[src/hw/rtl/fhpc_pkg.sv]
// Shared constants for the image-header platform classifier:
// signature table, platform and word-scan codes, counter sizing.
// No dependencies.
package fhpc_pkg;

    localparam int MAX_BYTES = 4096;
    localparam int COUNT_W   = $clog2(MAX_BYTES + 1);
    localparam int MIN_LEN   = 512;
    localparam int SCAN_LEN  = 1024;

    localparam int VIEW_BYTES = 10;
    localparam int WIN_W      = 72;
    localparam int VIEW_W     = 80;
    localparam int NUM_CLASS  = 9;
    localparam int NUM_SIGS   = 41;

    // platform codes
    localparam logic [2:0] PLAT_UNKNOWN = 3'd0;
    localparam logic [2:0] PLAT_MTK     = 3'd1;
    localparam logic [2:0] PLAT_SPD     = 3'd2;
    localparam logic [2:0] PLAT_EXN     = 3'd3;
    localparam logic [2:0] PLAT_QCM     = 3'd4;
    localparam logic [2:0] PLAT_KRN     = 3'd5;
    localparam logic [2:0] PLAT_SAM     = 3'd6;

    // aligned word scan verdicts
    localparam logic [1:0] WORD_NONE = 2'd0;
    localparam logic [1:0] WORD_MTK  = 2'd1;
    localparam logic [1:0] WORD_QCM  = 2'd2;

    localparam logic [31:0] WORD_MMMM = 32'h4d4d4d4d;
    localparam logic [31:0] WORD_QIMG = 32'h51494d47;
    localparam logic [31:0] WORD_QCLO = 32'h51434c4f;

    // class index -> platform code, lowest index has priority
    localparam logic [2:0] CLASS_CODE [NUM_CLASS] = '{
        PLAT_MTK, PLAT_SPD, PLAT_EXN, PLAT_QCM, PLAT_KRN,
        PLAT_SPD, PLAT_SAM, PLAT_QCM, PLAT_UNKNOWN
    };

    // signature bytes, oldest byte in the most significant used position
    localparam logic [79:0] SIG_VALUE [NUM_SIGS] = '{
        80'h4d544b,
        80'h4d656469_6174656b,
        80'h4d656469_6154656b,
        80'h88888888,
        80'hcececece,
        80'h4d544d4d,
        80'h4b544d,
        80'h53505244,
        80'h7370_72656164_7472756d,
        80'h5370_72656164_7472756d,
        80'h4558_594e4f53,
        80'h6578_796e6f73,
        80'h4578_796e6f73,
        80'h51435f49_4d414745,
        80'h5155414c_434f4d4d,
        80'h7175616c_636f6d6d,
        80'h4d534d,
        80'h53444d,
        80'h71636f6d,
        80'h51434f4d,
        80'h4b_4952494e,
        80'h6b_6972696e,
        80'h4b_6972696e,
        80'h48493336,
        80'h48493632,
        80'h68693336,
        80'h68693632,
        80'h554e_49534f43,
        80'h756e_69736f63,
        80'h556e_69736f63,
        80'h53414d_53554e47,
        80'h73616d_73756e67,
        80'h5345435f,
        80'h474f_4f474c45,
        80'h676f_6f676c65,
        80'h50_6978656c,
        80'h70_6978656c,
        80'h5849_414f4d49,
        80'h7869_616f6d69,
        80'h52_65646d69,
        80'h72_65646d69
    };

    localparam logic [3:0] SIG_LEN [NUM_SIGS] = '{
        4'd3, 4'd8, 4'd8, 4'd4, 4'd4, 4'd4, 4'd3,
        4'd4, 4'd10, 4'd10,
        4'd6, 4'd6, 4'd6,
        4'd8, 4'd8, 4'd8, 4'd3, 4'd3, 4'd4, 4'd4,
        4'd5, 4'd5, 4'd5, 4'd4, 4'd4, 4'd4, 4'd4,
        4'd6, 4'd6, 4'd6,
        4'd7, 4'd7, 4'd4,
        4'd6, 4'd6, 4'd5, 4'd5,
        4'd6, 4'd6, 4'd5, 4'd5
    };

    localparam logic [3:0] SIG_CLASS [NUM_SIGS] = '{
        4'd0, 4'd0, 4'd0, 4'd0, 4'd0, 4'd0, 4'd0,
        4'd1, 4'd1, 4'd1,
        4'd2, 4'd2, 4'd2,
        4'd3, 4'd3, 4'd3, 4'd3, 4'd3, 4'd3, 4'd3,
        4'd4, 4'd4, 4'd4, 4'd4, 4'd4, 4'd4, 4'd4,
        4'd5, 4'd5, 4'd5,
        4'd6, 4'd6, 4'd6,
        4'd7, 4'd7, 4'd7, 4'd7,
        4'd8, 4'd8, 4'd8, 4'd8
    };

endpackage

[src/hw/rtl/fhpc_byte_if.sv]
// Header byte channel: valid/ready handshake with one byte and a last mark.
// No dependencies.
interface fhpc_byte_if;
    logic       valid;
    logic       ready;
    logic [7:0] data_byte;
    logic       last_byte;

    modport source (output valid, output data_byte, output last_byte, input ready);
    modport sink   (input valid, input data_byte, input last_byte, output ready);
endinterface

[src/hw/rtl/fhpc_code_if.sv]
// Result channel: valid/ready handshake carrying one platform code.
// No dependencies.
interface fhpc_code_if;
    logic       valid;
    logic       ready;
    logic [2:0] platform_code;

    modport source (output valid, output platform_code, input ready);
    modport sink   (input valid, input platform_code, output ready);
endinterface

[src/hw/rtl/fhpc_matcher.sv]
// Signature matcher: compares the tail of a ten-byte view against the
// signature table and checks the newest four bytes as an aligned word.
// Depends on fhpc_pkg.
module fhpc_matcher (
    input  logic [79:0] view,
    output logic [8:0]  hits,
    output logic [1:0]  word_code
);

    // low len bytes of the view equal the low len bytes of the pattern
    function automatic logic tail_match(input logic [79:0] v, input logic [79:0] pat,
                                        input logic [3:0] len);
        logic ok;
        ok = 1'b1;
        for (int i = 0; i < fhpc_pkg::VIEW_BYTES; i++)
        begin
            if (4'(i) < len && v[i*8 +: 8] != pat[i*8 +: 8])
            begin
                ok = 1'b0;
            end
        end
        return ok;
    endfunction

    always_comb
    begin
        hits = '0;
        for (int s = 0; s < fhpc_pkg::NUM_SIGS; s++)
        begin
            if (tail_match(view, fhpc_pkg::SIG_VALUE[s], fhpc_pkg::SIG_LEN[s]))
            begin
                hits[fhpc_pkg::SIG_CLASS[s]] = 1'b1;
            end
        end
    end

    always_comb
    begin
        if (view[31:0] == fhpc_pkg::WORD_MMMM)
        begin
            word_code = fhpc_pkg::WORD_MTK;
        end
        else if (view[31:0] == fhpc_pkg::WORD_QIMG || view[31:0] == fhpc_pkg::WORD_QCLO)
        begin
            word_code = fhpc_pkg::WORD_QCM;
        end
        else
        begin
            word_code = fhpc_pkg::WORD_NONE;
        end
    end

endmodule

[src/hw/rtl/firmware_header_platform_classifier.sv]
// Image-header platform classifier, top level.
// Depends on fhpc_pkg, fhpc_byte_if, fhpc_code_if and fhpc_matcher.
//
// Usage:
//   hdr     sink of header bytes in file order; last_byte marks the final one.
//   verdict source of one platform_code per header, sent after the last byte.
// A transaction on hdr is registered, then matched against the signature
// table and folded into the hit flags, byte count and word-scan verdict.
// One byte is taken every cycle while hdr.ready is high; the code for a
// header is registered as its last byte is processed and holds until taken.
// Bytes beyond MAX_BYTES are dropped but their last mark still ends the
// header. After each result all header state returns to zero.
// Reset (rst_n low) empties the input and output registers and clears all
// header state. While a code waits on verdict, bytes that do not end a
// header still flow; a second last byte waits in the input register, and
// hdr.ready drops only then.
module firmware_header_platform_classifier (
    input  logic              clk,
    input  logic              rst_n,
    fhpc_byte_if.sink         hdr,
    fhpc_code_if.source       verdict
);

    localparam int CW = fhpc_pkg::COUNT_W;

    logic                       s1_valid_reg;
    logic [7:0]                 s1_byte_reg;
    logic                       s1_last_reg;
    logic [fhpc_pkg::WIN_W-1:0] window_reg;
    logic [8:0]                 hits_reg;
    logic [CW-1:0]              count_reg;
    logic [1:0]                 word_reg;
    logic                       out_valid_reg;
    logic [2:0]                 out_code_reg;

    logic [fhpc_pkg::VIEW_W-1:0] view;
    logic [8:0]                  match_hits;
    logic [1:0]                  match_word;
    logic                        advance;
    logic                        process;
    logic                        take;
    logic [8:0]                  hits_next;
    logic [CW-1:0]               count_next;
    logic [1:0]                  word_next;
    logic [2:0]                  code_next;

    assign advance = !s1_valid_reg || !s1_last_reg || !out_valid_reg || verdict.ready;
    assign hdr.ready = advance;
    assign process = s1_valid_reg && advance;
    assign take = process && (count_reg < CW'(fhpc_pkg::MAX_BYTES));

    assign view = {window_reg, s1_byte_reg};

    fhpc_matcher u_matcher (
        .view      (view),
        .hits      (match_hits),
        .word_code (match_word)
    );

    always_comb
    begin
        hits_next  = hits_reg;
        count_next = count_reg;
        word_next  = word_reg;
        if (take)
        begin
            hits_next  = hits_reg | match_hits;
            count_next = count_reg + CW'(1);
            if (count_next <= CW'(fhpc_pkg::SCAN_LEN) && count_next[1:0] == 2'b00
                && word_reg == fhpc_pkg::WORD_NONE)
            begin
                word_next = match_word;
            end
        end
    end

    always_comb
    begin
        code_next = fhpc_pkg::PLAT_UNKNOWN;
        if (count_next >= CW'(fhpc_pkg::MIN_LEN))
        begin
            if (hits_next != '0)
            begin
                for (int c = fhpc_pkg::NUM_CLASS - 1; c >= 0; c--)
                begin
                    if (hits_next[c])
                    begin
                        code_next = fhpc_pkg::CLASS_CODE[c];
                    end
                end
            end
            else if (count_next >= CW'(fhpc_pkg::SCAN_LEN))
            begin
                case (word_next)
                    fhpc_pkg::WORD_MTK: code_next = fhpc_pkg::PLAT_MTK;
                    fhpc_pkg::WORD_QCM: code_next = fhpc_pkg::PLAT_QCM;
                    default:            code_next = fhpc_pkg::PLAT_UNKNOWN;
                endcase
            end
        end
    end

    always_ff @(posedge clk or negedge rst_n)
    begin
        if (!rst_n)
        begin
            s1_valid_reg  <= 1'b0;
            window_reg    <= '0;
            hits_reg      <= '0;
            count_reg     <= '0;
            word_reg      <= fhpc_pkg::WORD_NONE;
            out_valid_reg <= 1'b0;
        end
        else
        begin
            if (advance)
            begin
                s1_valid_reg <= hdr.valid;
            end
            if (process && s1_last_reg)
            begin
                // header done: emit and start over
                out_valid_reg <= 1'b1;
                window_reg    <= '0;
                hits_reg      <= '0;
                count_reg     <= '0;
                word_reg      <= fhpc_pkg::WORD_NONE;
            end
            else
            begin
                if (verdict.ready)
                begin
                    out_valid_reg <= 1'b0;
                end
                if (take)
                begin
                    window_reg <= view[fhpc_pkg::WIN_W-1:0];
                end
                hits_reg  <= hits_next;
                count_reg <= count_next;
                word_reg  <= word_next;
            end
        end
    end

    always_ff @(posedge clk)
    begin
        if (advance && hdr.valid)
        begin
            s1_byte_reg <= hdr.data_byte;
            s1_last_reg <= hdr.last_byte;
        end
        if (process && s1_last_reg)
        begin
            out_code_reg <= code_next;
        end
    end

    assign verdict.valid         = out_valid_reg;
    assign verdict.platform_code = out_code_reg;

endmodule
[src/flat_wrapper.sv]
// flat-port wrapper written by rule: the top's interface ports become plain ports
module firmware_header_platform_classifier_flat 
  (clk, rst_n, hdr_valid, hdr_data_byte, hdr_last_byte, hdr_ready, verdict_valid, verdict_platform_code, verdict_ready);
  fhpc_byte_if hdr_i ();
  fhpc_code_if verdict_i ();
  input  logic clk;
  input  logic rst_n;
  input wire logic [$bits(hdr_i.valid)-1:0] hdr_valid;
  input wire logic [$bits(hdr_i.data_byte)-1:0] hdr_data_byte;
  input wire logic [$bits(hdr_i.last_byte)-1:0] hdr_last_byte;
  output wire logic [$bits(hdr_i.ready)-1:0] hdr_ready;
  output wire logic [$bits(verdict_i.valid)-1:0] verdict_valid;
  output wire logic [$bits(verdict_i.platform_code)-1:0] verdict_platform_code;
  input wire logic [$bits(verdict_i.ready)-1:0] verdict_ready;
  assign hdr_i.valid = hdr_valid;
  assign hdr_i.data_byte = hdr_data_byte;
  assign hdr_i.last_byte = hdr_last_byte;
  assign hdr_ready = hdr_i.ready;
  assign verdict_valid = verdict_i.valid;
  assign verdict_platform_code = verdict_i.platform_code;
  assign verdict_i.ready = verdict_ready;
  firmware_header_platform_classifier u_core (.clk(clk), .rst_n(rst_n), .hdr(hdr_i), .verdict(verdict_i));
endmodule
[config.mk]
export PLATFORM = sky130hd
export DESIGN_NAME = firmware_header_platform_classifier_flat
export DESIGN_NICKNAME = d
export VERILOG_FILES = /design/src/hw/rtl/fhpc_pkg.sv /design/src/hw/rtl/fhpc_byte_if.sv /design/src/hw/rtl/fhpc_code_if.sv /design/src/hw/rtl/fhpc_matcher.sv /design/src/hw/rtl/firmware_header_platform_classifier.sv /design/src/flat_wrapper.sv
export SDC_FILE = /design/constraint.sdc
export NUM_CORES = 1
export LEC_CHECK = 0
export ABC_AREA = 1
export BUFFER_PORTS_ARGS = -buffer_cell sky130_fd_sc_hd__buf_4
export CAP_MARGIN = 10
export CORE_MARGIN = 1.5
export CORE_UTILIZATION = 40
export CTS_CLUSTER_DIAMETER = 80
export DETAILED_ROUTE_END_ITERATION = 6
export GPL_ROUTABILITY_DRIVEN = 0
export HOLD_SLACK_MARGIN = 0.03
export PLACE_DENSITY = 0.61
export SYNTH_ARGS = -nofsm -noshare
export SYNTH_HDL_FRONTEND = slang
export SYNTH_SLANG_ARGS = --single-unit
[constraint.sdc]
create_clock -name clk -period 1.8 [get_ports clk]
set_input_delay 0.36 -clock clk [delete_from_list [all_inputs] [get_ports clk]]
set_output_delay 0.36 -clock clk [all_outputs]
set_load 0.005 [all_outputs]
==> results.yml, run 1 <==
clock_network:
  cts_sinks: 109
  tritoncts: "yes"
  htreeDepth: 3
  clockRootBuffer: "clkbuf_16"
  cts_buffer_depth: 2
  cts_made_buffers: 9
  postCtsHoldBufs: 0
  clk_latency_ns: 0.37
  path_clk_slew_ns: 0.07
final_layout:
  layout_common_cells: "buf_4, nand2_1, nor2_1, inv_1, dfrtp_1"
  synthToLayoutAreaGrowth_pct: 48.8
  fillers: 1495
  diodes: 0
  nets: 1232
  utilization_pct: 61.4
  final_common_cell: "buf_4"
  drive_above_1_share_pct: 40.3
  largest_reg_flops: 71
  stdcell_area_um2: 9820
floorplan:
  core_region_area_um2: 16000
  io_pins: 18
  start_util_pct: 41.2
  die_w_um: 131
  dieArea_um2: 17300
  die-height_um: 131
  rows: 46
pwr:
  comb_power_share_pct: 28.2
  power.switching_w: 0.00214
  clock_power_share_pct: 28.9
  power.total_w: 0.00657
  p_int_w: 0.00443
  pwr-share-seq_pct: 42.9
  switching_share_pct: 32.6
  power_leakage_nw: 4.46
  cellPowerDensity_nw_per_um2: 669
  ir_drop_mv: 0.488
timing:
  fin_crit_ns: 2.16
  tightestPinTransition_ns: 0.573
  rsz0062_at_grt: "yes"
  relSlewSlack_pct: 61.8
  hold_viol_final: 0
  finalCritPeriodShare_pct: 120
  setup_violations: 8
  fin_ws_ns: -0.357
  hold_slack_ns: 0.0272
  max_freq_ghz: 0.464
  fin_setup_tns_ns: -1.61
  finalMaxSlewViolations: 0
  finClkSkew_ns: 0.00904
synth:
  synth_cell_types: 33
  yosysSeqAreaShare_pct: 42.3
  syn-cell-area_um2: 6600
  syn_nets: 972
  syn_avg_cell_area_um2: 6.89
  synth_cells: 957
  yosys_warnings: 0
  ys_ff_latch: 109
setup_path:
  cp-end-kind: "flop"
  cpPeakStageDelay_ns: 0.51
  cp_max_fo: 4
  crit_slowest_cell: "edfxtp_1"
  r2r-end: "u_core.verdict.platform_code[2]$_SDFFCE_PP0P_"
  crit_chain: "nor2_4, inv_2, nor2_4, buf_4, nand2_2, nor2_2, nand3_1, nand2_2, a21oi_4, buf_4, inv_1, nand4_1, nand3_1, a21oi_1"
  cp-endpoint: "u_core.verdict.platform_code[2]$_SDFFCE_PP0P_"
  crit_required_ns: 1.93
  r2r-start: "u_core.s1_byte_reg[4]$_DFFE_PP_"
  worstSetupPathType: "reg -> reg"
  arrival_ns: 2.29
  start_kind: "flop"
  reg2reg_setup_slack_ns: -0.36
  crit_start: "u_core.s1_byte_reg[4]$_DFFE_PP_"
  r2r_cells: 14
flow_run:
  cap_violations: 0
global_routing:
  grt-ovfl-total: 0
  grt_antenna_before_repair: 0
  grt_pass1_vias: 7180
  grt_usage_pct: 26.8
  grt_pass1_wl_mm: 36.3
  grt_max_degree: 98
placement:
  place_area_um2: 8600
  dpl.hpwl_mm: 17.0
  port_buffers: 17
outcome:
  status: "finished with violations"
  violations: "design-rule violations, negative setup slack"
detailed_routing:
  dr.pass1.iters: 7
  drt_iter0_markers: 652
  drc_errors: 22
  post_drt_wl_per_cell_um: 15.9
  dr_total_vias: 7355
  finalWirelength_mm: 22.8
  antenna_left: 0
  viasPerCell: 5.11
hold_path:
  timing.hold.worst.class: "in -> async"
[metrics by stage]
stage,std cells,worst slack [ns]
2_1_floorplan,957,-0.0716
3_3_place_gp,1381,-0.435
3_5_place_dp,1381,-0.448
4_1_cts,1417,-0.304
5_1_grt,1438,-0.509
6_report,1438,-0.357
[cell usage after synthesis, drive strengths merged]
library cell,count,area [um2]
a21oi,10,65.1
nand3,74,395
nor3b,2,15.0
o22ai,70,438
or2,1,6.26
nor3,15,85.1
nand3b,5,37.5
and2,1,6.26
a31oi,1,6.26
xor2,3,26.3
inv,140,526
xnor2,2,17.5
nand2,245,972
nand4,20,125
dfrtp,97,2430
edfxtp,12,360
buf,5,25.0
nor2,224,912
ha,2,25.0
and3,1,6.26
o21ai,15,75.1
clkbuf,12,45.0
[power groups by stage]
stage / sequential [W] / clock [W] / combinational (W)
finish: 0.00282 / 0.00190 / 0.00185
global route: 0.00284 / 0.00202 / 0.00199
CTS: 0.00281 / 0.00194 / 0.00170
detailed placement: 0.00285 / 0 / 0.00156
global placement: 0.00284 / 0 / 0.00154
floorplan: 0.00283 / 0 / 0.000694
[final cells by class]
| type | instances | area (um2) | share of cell area, % |
|---|---|---|---|
| Clock buffer | 10 | 229 | 2.33 |
| Tap cell | 216 | 270 | 2.75 |
| Timing Repair Buffer | 266 | 2130 | 21.7 |
| Clock inverter | 6 | 37.5 | 0.382 |
| Inverter | 140 | 543 | 5.53 |
| Multi-Input combinational cell | 691 | 3820 | 38.9 |
| Sequential cell | 109 | 2790 | 28.4 |
[metal layers]
metal	part of all wire (%)	track usage (%)	vias up	routed length [um]
met3	6.4	3.36	68	1470
met5	0	0	-	0
li1	-	-	3585	-
met2	47	42.7	272	10700
met1	44	36.6	3430	10000
met4	3.1	11.8	0	714
[kinds of logic after synthesis]
kind of cell | after synthesis | synth area share, %
and+or+nand+nor | 588 | 38.8
buffers and inverters | 157 | 9.03
DFF | 109 | 42.3
AOI/OAI and AO/OA | 96 | 8.86
xor gates and xnor gates | 5 | 0.664
adders and majority gates | 2 | 0.379
[critical path, delay by kind of cell (launching register included)]
kind	cells	cell delay (ns)
flops	1	0.51
buf+inv	4	0.39
compound gates	2	0.14
simple gates	8	0.87
[worst min-delay path by stage]
stage / start / to / slack [ns]
CTS: rst_n / u_core.window_reg[39]$_DFFE_PN0P_ / 0.08
finish: rst_n / u_core.window_reg[39]$_DFFE_PN0P_ / 0.03
floorplan: rst_n / u_core.count_reg[0]$_DFF_PN0_ / 0.06
global placement: rst_n / u_core.window_reg[39]$_DFFE_PN0P_ / 0.46
global route: rst_n / u_core.window_reg[39]$_DFFE_PN0P_ / 0.1
detailed placement: rst_n / u_core.window_reg[39]$_DFFE_PN0P_ / 0.47
[what timing repair did]
item                       in CTS  in global routing
pin swaps                      46                 54
buffers inserted               21                 21
gates cloned                    0                  0
gates resized for setup        98                111
setup endpoints to repair       9                 86
Power figures use the tool's default switching activity.
==> run 2: changes to the inputs <==
--- a/config.mk
+++ b/config.mk
@@ -6,6 +6,7 @@
 export NUM_CORES = 1
 export LEC_CHECK = 0
 export ABC_AREA = 1
+export ABC_CLOCK_PERIOD_IN_PS = 1800
 export BUFFER_PORTS_ARGS = -buffer_cell sky130_fd_sc_hd__buf_4
 export CAP_MARGIN = 10
 export CORE_MARGIN = 1.5
==> constraint.sdc (replaced) <==
create_clock -name clk -period 1.8 [get_ports clk]
set_input_delay 0.36 -clock clk [delete_from_list [all_inputs] [get_ports clk]]
set_output_delay 0.36 -clock clk [all_outputs]
set_load 0.05 [all_outputs]
==> run 2 against run 1 <==
Compared with the run above:
- the flow finishes with violations (negative setup slack)
- utilization rose by 2.3 points
- sequential cell count did not move
- total power rose by 6.7%
- critical path type unchanged
- critical endpoint is now u_core.verdict.platform_code[1]$_SDFFCE_PP0P_
==> results.yml, run 2 (synthesis results as in run 1) <==
outcome:
  status: "finished with violations"
  violations: "negative setup slack"
timing:
  fin_ws_ns: -0.365
  tightestPinTransition_ns: 0.541
  hold_viol_final: 0
  relSlewSlack_pct: 63.9
  hold_slack_ns: 0.0415
  finalCritPeriodShare_pct: 120
  finClkSkew_ns: 0.0109
  max_freq_ghz: 0.462
  rsz0062_at_grt: "yes"
  setup_violations: 5
  fin_crit_ns: 2.17
  finalMaxSlewViolations: 0
clock_network:
  clk_latency_ns: 0.36
  path_clk_slew_ns: 0.08
  cts_sinks: 109
  tritoncts: "yes"
  cts_made_buffers: 9
  htreeDepth: 3
  clockRootBuffer: "clkbuf_16"
  cts_buffer_depth: 2
detailed_routing:
  finalWirelength_mm: 24.0
  viasPerCell: 5.18
  drt_iter0_markers: 631
  post_drt_wl_per_cell_um: 16.5
  dr.pass1.iters: 7
  drc_errors: 0
  dr_total_vias: 7541
  antenna_left: 0
final_layout:
  largest_reg_flops: 71
  synthToLayoutAreaGrowth_pct: 54.4
  drive_above_1_share_pct: 43.1
  stdcell_area_um2: 10200
  nets: 1250
  layout_common_cells: "buf_4, nand2_1, nor2_1, inv_1, dfrtp_1"
  final_common_cell: "buf_4"
  diodes: 0
floorplan:
  core_region_area_um2: 16000
  dieArea_um2: 17300
  die-height_um: 131
  start_util_pct: 41.2
  io_pins: 18
  die_w_um: 131
  rows: 46
setup_path:
  cpMostUsedCell: "nand2_1"
  cp-end-kind: "flop"
  crit_buf_inv: 2
  reg2reg_setup_slack_ns: -0.37
  worstSetupPathType: "reg -> reg"
  cp.depth: 16
  r2r-start: "u_core.s1_byte_reg[2]$_DFFE_PP_"
  r2r_cells: 16
  crit_start: "u_core.s1_byte_reg[2]$_DFFE_PP_"
  arrival_ns: 2.28
  start_kind: "flop"
  crit_chain: "nand2_1, inv_1, nand2_1, inv_1, nand2_2, nor2_2, nand2_1, nand3_2, nor2_1, nand2_1, nand2_2, nand2_4, nor3_4, nand2_1, nand3_2, nor2_1"
  r2r-end: "u_core.verdict.platform_code[1]$_SDFFCE_PP0P_"
  cp-endpoint: "u_core.verdict.platform_code[1]$_SDFFCE_PP0P_"
  crit_slowest_cell: "edfxtp_1"
  crit_family: "simple AND/OR/NAND/NOR gates"
  crit_required_ns: 1.92
  cp_max_fo: 3
  cpPeakStageDelay_ns: 0.42
placement:
  dpl.hpwl_mm: 18.0
  port_buffers: 17
  place_area_um2: 8890
pwr:
  power.total_w: 0.00701
  comb_power_share_pct: 30.2
  p_int_w: 0.00472
  power_leakage_nw: 4.62
  pwr-share-seq_pct: 40.1
  cellPowerDensity_nw_per_um2: 689
  ir_drop_mv: 0.499
  clock_power_share_pct: 29.7
  switching_share_pct: 32.8
  power.switching_w: 0.00230
flow_run:
  cap_violations: 0
global_routing:
  grt_max_degree: 98
  grt_pass1_wl_mm: 37.2
  grt_antenna_before_repair: 0
  grt_pass1_vias: 7308
  grt_usage_pct: 27.5
  grt-ovfl-total: 0
hold_path:
  timing.hold.worst.class: "in -> async"
## run 2: cell types whose count changed in the layout (fill, tap and decap cells not counted), sizes merged
| cell | change |
|---|---|
| inv | +2 |
| clkinv | -2 |
| clkinvlp | -1 |
| clkbuf | +1 |
| buf | +18 |
## run 2: worst min-delay path by stage
stage | from | to | slack, ns
final | rst_n | u_core.window_reg[71]$_DFFE_PN0P_ | 0.04
after global routing | rst_n | u_core.window_reg[55]$_DFFE_PN0P_ | 0.1
after CTS | rst_n | u_core.window_reg[65]$_DFFE_PN0P_ | 0.08
after detailed placement | rst_n | u_core.window_reg[71]$_DFFE_PN0P_ | 0.47
after global placement | rst_n | u_core.window_reg[71]$_DFFE_PN0P_ | 0.47
after floorplan | rst_n | u_core.count_reg[0]$_DFF_PN0_ | 0.06
## run 2: area by class of cell
| cell class | instances | area, um2 |
|---|---|---|
| timing repair buffer | 284 | 2300 |
| inverter | 140 | 533 |
| tap | 216 | 270 |
| clock inverter | 5 | 48.8 |
| fill | 1420 | 5820 |
| multi-input combinational | 691 | 3960 |
| clock buffer | 11 | 264 |
| sequential | 109 | 2800 |
## run 2: what timing repair did
action,4_1_cts,5_1_grt
pin swaps,42,48
buffers inserted,11,13
cloned,0,0
gates resized for setup,105,132
hold buffers,0,0
setup endpoints to repair,9,13
## run 2: routing by layer
layer	routed length, um	GRT usage [%]	vias up
met5	0	0	-
met2	11400	45.7	313
li1	-	-	3620
met3	1530	5.17	101
met1	9860	34.1	3507
met4	1240	13.8	0
## run 2: power by group through the flow
stage               Combinational, W  Clock, W  Sequential (W)
floorplan                   0.000700         0         0.00285
global placement             0.00170         0         0.00282
detailed placement           0.00172         0         0.00283
CTS                          0.00187   0.00212         0.00279
global route                 0.00226   0.00221         0.00283
finish                       0.00212   0.00208         0.00281
## run 2: through the flow
stage / TNS (ns) / std cells / worst slack, ns / util, %
after floorplan: -0.247 / 957 / -0.104 / -
after global placement: -1.78 / 1417 / -0.486 / 55.6
after detailed placement: -2.00 / 1417 / -0.504 / 55.6
after CTS: -0.883 / 1444 / -0.252 / 60.1
after global routing: -2.21 / 1456 / -0.507 / 63.6
final: -1.22 / 1456 / -0.365 / 63.6
